### src/rtl/lr0p_ram.sv
// Generic single-write, single-read RAM with registered read data.
module lr0p_ram #(
    parameter int WIDTH = 8,
    parameter int DEPTH = 64
) (
    input  logic                     clk,
    input  logic                     we,
    input  logic [$clog2(DEPTH)-1:0] waddr,
    input  logic [WIDTH-1:0]         wdata,
    input  logic                     re,
    input  logic [$clog2(DEPTH)-1:0] raddr,
    output logic [WIDTH-1:0]         rdata
);

    logic [WIDTH-1:0] mem [DEPTH];
    logic [WIDTH-1:0] rdata_reg;

    always_ff @(posedge clk)
    begin
        if (we)
        begin
            mem[waddr] <= wdata;
        end
        if (re)
        begin
            rdata_reg <= mem[raddr];
        end
    end

    assign rdata = rdata_reg;

endmodule

### config.mk
export PLATFORM = sky130hd
export DESIGN_NAME = lr0p_ram
export DESIGN_NICKNAME = d
export VERILOG_FILES = /design/src/rtl/lr0p_ram.sv
export SDC_FILE = /design/constraint.sdc
export NUM_CORES = 1
export LEC_CHECK = 0
export ABC_AREA = 1
export BUFFER_PORTS_ARGS = -buffer_cell sky130_fd_sc_hd__buf_2
export CAP_MARGIN = 20
export CORE_MARGIN = 2
export CORE_UTILIZATION = 55
export DETAILED_ROUTE_END_ITERATION = 6
export GPL_TIMING_DRIVEN = 0
export PLACE_DENSITY = 0.71
export SYNTH_ARGS = -nofsm -noshare
export SYNTH_HDL_FRONTEND = slang
export SYNTH_SLANG_ARGS = --single-unit
### constraint.sdc
create_clock -name clk -period 2.5 [get_ports clk]
set_clock_uncertainty 0.15 [all_clocks]
set_input_delay 0.375 -clock clk [delete_from_list [all_inputs] [get_ports clk]]
set_output_delay 0.375 -clock clk [all_outputs]
set_load 0.05 [all_outputs]
==> flow_metrics.tcl <==
set metrics [dict create \
    status "finished, violations left" \
    violations "setup timing" \
    r2r-start "mem[51][3]" \
    r2r_slack_ps 740 \
    cts_root_buf "clkbuf_16" \
    min-delay-start "re" \
    fin_util 0.6239 \
    drive_gt1_frac 0.1092 \
    routed_wl_mm 59.69 \
    max_stage_delay_ps 1060 \
    critPathLaunchType "input pin" \
    avgRoutedWirePerCell_um 24.35 \
    worstSkewPairLatency_ps 600 \
    die_width_um 201.3 \
    postSynthAreaPerCell_um2 11.87 \
    setup_ws_ps -98.45 \
    tritoncts "yes" \
    core_um2 38560 \
    met3_usage 0.05248 \
    hold_slack_ps 25.01 \
    ant_nets 0 \
    placementRows 72 \
    final.period_utilization 1.039 \
    seqCellArea_um2 15620 \
    cp.buffers_inverters 2 \
    largest_register_ffs 512 \
    synth_compound_gate_area_share 0 \
    synth_top_area_share 0.7290 \
    r2r_cells 8 \
    synth_fa_ha_area_frac 0 \
    synth.most_common_cell "nand2_1" \
    multiInputGateArea_um2 5001 \
    place_ws_ps -538.8 \
    h-tree-depth 2 \
    worstPathArrival_ps 2650 \
    max_slew.worst_pin.slew_ps 1104 \
    synth_top_family_by_area "simple AND/OR/NAND/NOR gates" \
    drt_iter0_markers 2255 \
    cts_made_buffers 51 \
    via_per_inst 5.990 \
    synth_common_cells "nand2_1, edfxtp_1, nand3_1" \
    synth_warnings 0 \
    fillers 3017 \
    grt_pass1_vias 13610 \
    grt_max_degree 43 \
    dp_cells 2361 \
    holdPathEnd "rdata[7]" \
    finalCriticalPeriod_ps 2598 \
    syn_area_um2 21420 \
    syn_inst 1805 \
    required_ps 2560 \
    dp_hpwl_mm 40.94 \
    ys_seq_area_frac 0.7290 \
    cts.sinks 520 \
    ioPinCount 31 \
    synth.distinct_cells 15 \
    p_leak_nw 8.726 \
    async_reset_ff_frac 0 \
    cts_setup_buffers 0 \
    setup_viol 24 \
    slew_violations 0 \
    portBuffers 22 \
    synth-simple-area-share 0.2309 \
    grt-ovfl-total 0 \
    rsz0062_at_grt "yes" \
    cts.path.max_buffers 3 \
    yosysTopAreaCell "edfxtp_1" \
    irDropWorstVdd_v 0.0006606 \
    synth-xor-area-share 0 \
    hold_viol 0 \
    grt_first_pass_wirelength_mm 87.36 \
    crit_chain "clkbuf_1, inv_1, nand4_1, nor2_1" \
    fin_cells 2451 \
    holdPathStages 1 \
    ys_seq_elements 520 \
    syn2layout_area_growth_pct 12.31 \
    dieArea_um2 40540 \
    met2_usage 0.4482 \
    chipHeight_um 201.3 \
    grt-busiest-layer "met2" \
    gr-usage-met1 0.4406 \
    synth_edf_count 520 \
    insertedDiodeCount 0 \
    start_util 0.5555 \
    power.density_cell_area_nw_per_um2 767.5 \
    grt_use_total 0.2976 \
    via_count 14680 \
    antenna_found_initial 0 \
    ys.flop_type "edfxtp_1" \
    gp_congestion 0.9227 \
    worstSetupPathType "in -> reg" \
    min_path_type "in -> reg" \
    drc_errors 0 \
    cts.clk_slew.worst_paths_ps 60 \
    syn_nets 1828 \
    cp-end-kind "flip-flop" \
    drt_first_pass_iters 6 \
    cap_violations 0 \
    synthTopCellsByArea "edfxtp_1, nand2_1, nand3_1, buf_6, nor2_1" \
    finalSetupTns_ps -1977 \
    slowest_stage "nor2_1" \
    slew-limit-headroom 0.2616 \
    synthMuxAreaShare 0 \
    fin_nets 1920 \
    cp_top_family "simple AND/OR/NAND/NOR gates" \
    fmax_mhz 384.8 \
    cp_max_fo 9 \
    r2r-end "rdata[3]" \
]
through the flow:
step / instance area [um^2] / total power (W)
finish: 24060 / 0.01846
floorplan: 21420 / 0.01059
detailed placement: 22460 / 0.01117
global route: 24060 / 0.01891
CTS: 24040 / 0.01845
global placement: 22180 / 0.01112
worst max path at each step:
stage / from / end / slack, ps / cells past startpoint
after floorplan: we / mem[48][0] / 210 / 3
after global placement: waddr[3] / mem[54][0] / -730 / 4
after detailed placement: waddr[1] / mem[25][3] / -540 / 4
after CTS: waddr[1] / mem[25][7] / 70 / 4
after global routing: waddr[1] / mem[41][3] / -70 / 4
final: waddr[1] / mem[25][7] / -100 / 4
cells by family after synthesis:
group | Yosys count
buffers and inverters | 125
flip-flops | 520
AND/OR/NAND/NOR | 1160
what timing repair did:
action / 4_1_cts / 5_1_grt
endpoints found under the setup margin: 0 / 40
gates resized for setup: 0 / 2
hold buffers: 0 / 0
final cells by class:
type | instances | area share
inverter | 12 | 0.002080
sequential | 520 | 0.6491
clock inverter | 33 | 0.01191
clock buffer | 56 | 0.05383
multi-input combinational | 1160 | 0.2079
buffer | 113 | 0.03360
timing repair buffer | 39 | 0.01467
tap | 518 | 0.02694
metal layers:
| layer | routed length (um) | vias up |
|---|---|---|
| met4 | 2312 | 0 |
| met3 | 6809 | 162 |
| met5 | 0 | - |
| li1 | - | 6561 |
| met1 | 23970 | 7008 |
| met2 | 26600 | 951 |
cell usage in the layout (no fill, tap or decap), types with 3 or more instances in the layout:
cell,count
buf_2,59
nand4_1,9
clkinv_2,12
clkbuf_16,51
buf_4,23
clkinv_1,12
nand3_1,439
buf_12,6
buf_6,35
edfxtp_1,520
nor2_1,54
nand2_1,648
clkbuf_1,20
bufinv_16,5
buf_1,10
inv_1,10
clkinvlp_4,3
nor4_2,8
report_power, final:
group	internal (W)	total (W)	switching, W
logic	0.000353	0.00134	0.000986
clock network	0.00422	0.00744	0.00322
registers	0.00967	0.00968	0.0000160
(Power assumes the default switching activity.)
